===== src/rtl/palreg_ram.sv =====
`default_nettype none

module palreg_ram #(
   parameter int WIDTH = 8,
   parameter int DEPTH = 256
) (
   input  wire logic                      clock,
   input  wire logic                      we,
   input  wire logic [$clog2(DEPTH)-1:0]  addr,
   input  wire logic [WIDTH-1:0]          wdata,
   output logic      [WIDTH-1:0]          rdata
);

   logic [WIDTH-1:0] mem_ff [DEPTH];
   logic [WIDTH-1:0] rdata_ff;

   // Single port, registered read
   always_ff @(posedge clock) begin
      if (we) begin
         mem_ff[addr] <= wdata;
      end
      rdata_ff <= mem_ff[addr];
   end

   assign rdata = rdata_ff;

endmodule

`default_nettype wire


===== config.mk =====
export PLATFORM = sky130hd
export DESIGN_NAME = palreg_ram
export DESIGN_NICKNAME = d
export VERILOG_FILES = /design/src/rtl/palreg_ram.sv
export SDC_FILE = /design/constraint.sdc
export NUM_CORES = 2
export LEC_CHECK = 0
export ABC_AREA = 1
export BUFFER_PORTS_ARGS = -buffer_cell sky130_fd_sc_hd__buf_2
export CAP_MARGIN = 40
export CORE_UTILIZATION = 45
export CTS_BUF_LIST = sky130_fd_sc_hd__clkbuf_2 sky130_fd_sc_hd__clkbuf_4 sky130_fd_sc_hd__clkbuf_8
export CTS_CLUSTER_SIZE = 10
export DETAILED_ROUTE_END_ITERATION = 16
export PLACE_DENSITY = 0.71
export REMOVE_ABC_BUFFERS = 1
export SETUP_SLACK_MARGIN = 0.4
export SLEW_MARGIN = 20
export SYNTH_ARGS = -nofsm -noshare
export SYNTH_HDL_FRONTEND = slang
export SYNTH_SLANG_ARGS = --single-unit

===== constraint.sdc =====
create_clock -name clock -period 5.9 [get_ports clock]
set_clock_uncertainty 0.15 [all_clocks]
set_input_delay 0.885 -clock clock [delete_from_list [all_inputs] [get_ports clock]]
set_output_delay 0.885 -clock clock [all_outputs]
set_load 0.05 [all_outputs]

==> reports/qor.yml <==
detailed_routing:
  via_per_inst: 5.29
  drtAntennaViolNets: 0
  wl_per_cell_um: 20.4
  routed_wl_mm: 221
  initialDrtViolationCount: 6402
  drc: 0
  dr_total_vias: 57320
  drtPass1Iterations: 9
pwr:
  p_seq_frac: 0.551
  switching_share: 0.233
  power_density_nw_per_um2: 312
  combPwrFrac: 0.059
  leakagePower_nw: 37.2
  internal-power_mw: 22.5
  p_switching_mw: 6.80
  vdd_drop_max_uv: 289
  p_clk_frac: 0.390
cts:
  cts_sinks: 2056
  clk_pin_slew_ns: 0.06
  clock_latency_ns: 1.07
  cts_tree: "built"
  cts.path.max_buffers: 4
  htreeDepth: 5
  numCtsBuffers: 330
  cts_resized: 0
  cts_root_buf: "clkbuf_8"
  post_cts_buffers: 0
critical_path:
  crit_chain: "buf_8 -> buf_4 -> nand2_4 -> inv_6 -> buf_4 -> nand2_1 -> nand3_1 -> nand2_1 -> nand2_1 -> o21ai_1 -> nand2_1 -> nor2_1 -> nor2_1 -> nor2_1 -> nand2_1"
  crit_start: "addr[0]"
  crit_buf_inv: 4
  cp_common_cell: "nand2_1"
  rr_startpoint: "mem_ff[8][3]"
  cp_max_fo: 82
  path_class: "input pin to flip-flop"
  required_ns: 6.70
  cp_slowest_cell: "buf_4"
  cp-end-kind: "flip-flop"
  path_depth: 15
  cp-endpoint: "rdata[0]"
  reg2reg_depth: 12
  rr_endpoint: "rdata[3]"
  r2r_setup_slack_ns: 3.45
  worst_setup_path_start_kind: "input pin"
  slowest_delay_ns: 0.54
  crit_family: "buffers and inverters"
  cp.arrival_ns: 4.33
sta:
  final.setup.tns_ns: 0
  finalSetupViolCount: 0
  max_slew_margin: 0.296
  finalHoldViolations: 0
  max_freq_ghz: 0.283
  period_minus_slack_ns: 3.54
  slew_violations: 0
  fin_crit_sh: 0.599
  rsz0062_at_grt: "no"
  tightest_slew_ns: 1.06
placed_design:
  dpl.hpwl_mm: 123
  io_buffers: 25
  dp.cells: 10237
  place.gp.congestion: 0.877
global_routing:
  grt-ovfl-total: 0
  grt_max_degree: 177
  grt_first_pass_wirelength_mm: 333
  antenna_found_initial: 5
  track_usage: 0.229
  grt_pass1_vias: 55829
layout:
  stdcell_count: 10826
  drive_gt1_frac: 0.0790
  final_core_util: 0.500
  syn_to_final_growth_pct: 10.6
  layout.nets: 8119
die:
  fp.dieH_um: 436
  core-area_um2: 188000
  pin_count: 26
  rows: 159
  fp.dieArea_um2: 190000
  dieWidth_um: 436
  initial_core_util: 0.452
yosys:
  yosys_warnings: 0
  synth.yosys.seq_area_share: 0.727
  syn-cell-area_um2: 84900
  ys_seq_elements: 2056
  postSynthCellCount: 8021
  synth_cell_types: 18
  syn_avg_cell_area_um2: 10.6
status:
  status: "finished clean"
hold_path:
  hp-class: "input pin to flip-flop"
  hp-start: "wdata[4]"
flow_run:
  maxCapViolations: 0
[power groups by stage]
stage / sequential (mW) / clock, mW / combinational, mW
3_3_place_gp: 16.4 / 0 / 1.66
3_5_place_dp: 16.4 / 0 / 1.69
4_1_cts: 16.1 / 11.5 / 1.70
2_1_floorplan: 16.5 / 0 / 0.876
6_report: 16.1 / 11.4 / 1.72
5_1_grt: 16.1 / 12.1 / 1.87
[layer usage]
| metal | vias up | wire length, um | track usage |
|---|---|---|---|
| li1 | 26531 | - | - |
| met1 | 27408 | 86800 | 0.300 |
| met2 | 2834 | 103000 | 0.367 |
| met3 | 545 | 20500 | 0.0450 |
| met4 | 2 | 10000 | 0.107 |
| met5 | - | 17 | 0 |
[how the worst min path moves through the flow]
stage	endpoint	slack, ns	cells past startpoint
2_1_floorplan	rdata[0]	0.64	10
3_3_place_gp	rdata[0]	0.76	10
3_5_place_dp	rdata[2]	0.75	10
4_1_cts	mem_ff[31][4]	0.07	1
5_1_grt	mem_ff[30][4]	0.12	1
6_report	mem_ff[31][4]	0.15	1
[cell type report]
class,instances,area [um2]
Antenna cell,5,12.5
Clock buffer,442,5430
Clock inverter,115,520
Fill cell,16202,93800
Inverter,35,165
Multi-Input combinational cell,5513,21200
Sequential cell,2056,61700
Tap cell,2495,3120
Timing Repair Buffer,165,1690
[state kept, by name (all words and copies together), names as in the netlist]
| name | cells |
|---|---|
| mem_ff | 2048 |
| rdata | 8 |
[cells in the mapped netlist, drive strengths merged]
cell | count | area (um2)
a21oi | 32 | 160
buf | 247 | 1230
clkbuf | 170 | 638
dfxtp | 8 | 160
edfxtp | 2048 | 61500
inv | 35 | 136
nand2 | 4771 | 17900
nand3 | 188 | 941
nor2 | 362 | 1380
o21ai | 160 | 801
[through the flow]
stage / area [um2] / setup slack [ns] / hold slack, ns / total power [mW]
floorplan: 83000 / -2.20 / 0.638 / 17.3
global placement: 87300 / 1.35 / 0.757 / 18.1
detailed placement: 87600 / 1.42 / 0.754 / 18.1
CTS: 93600 / 2.52 / 0.0711 / 29.4
global route: 93800 / 2.29 / 0.115 / 30.1
finish: 93800 / 2.36 / 0.147 / 29.3
[layout by cell type (no fill, tap or decap)]
cell / Yosys / layout
inv_1: 31 / 29
inv_8: 0 / 1
nand2_4: 1 / 1
o21ai_0: 41 / 41
dfxtp_1: 8 / 8
nor2_4: 0 / 5
o21ai_1: 119 / 119
clkinv_2: 0 / 29
buf_16: 0 / 3
edfxtp_1: 2048 / 2048
buf_6: 7 / 4
buf_8: 0 / 11
clkbuf_4: 0 / 105
buf_4: 6 / 105
inv_2: 2 / 1
nor2_1: 361 / 355
inv_4: 2 / 2
a21oi_1: 32 / 32
nand2_2: 0 / 2
buf_12: 0 / 26
nor2_8: 1 / 1
nand2_1: 4770 / 4768
bufinv_16: 0 / 1
clkbuf_8: 0 / 337
clkinv_1: 0 / 79
clkinvlp_4: 0 / 3
dlygate4sd3_1: 0 / 1
buf_2: 182 / 15
inv_16: 0 / 1
nor2_2: 0 / 1
diode_2: 0 / 5
nand3_1: 188 / 188
inv_6: 0 / 4
[kinds of logic after synthesis]
logic type / share of synthesized area
compound gates: 0.0113
buf+inv: 0.0236
flops: 0.727
simple gates: 0.238
[what timing repair did]
action	4_1_cts	5_1_grt
endpoints found under the hold margin	3	0
endpoints found under the setup margin	0	0
hold buffers	1	0
Power figures use the tool's default switching activity.
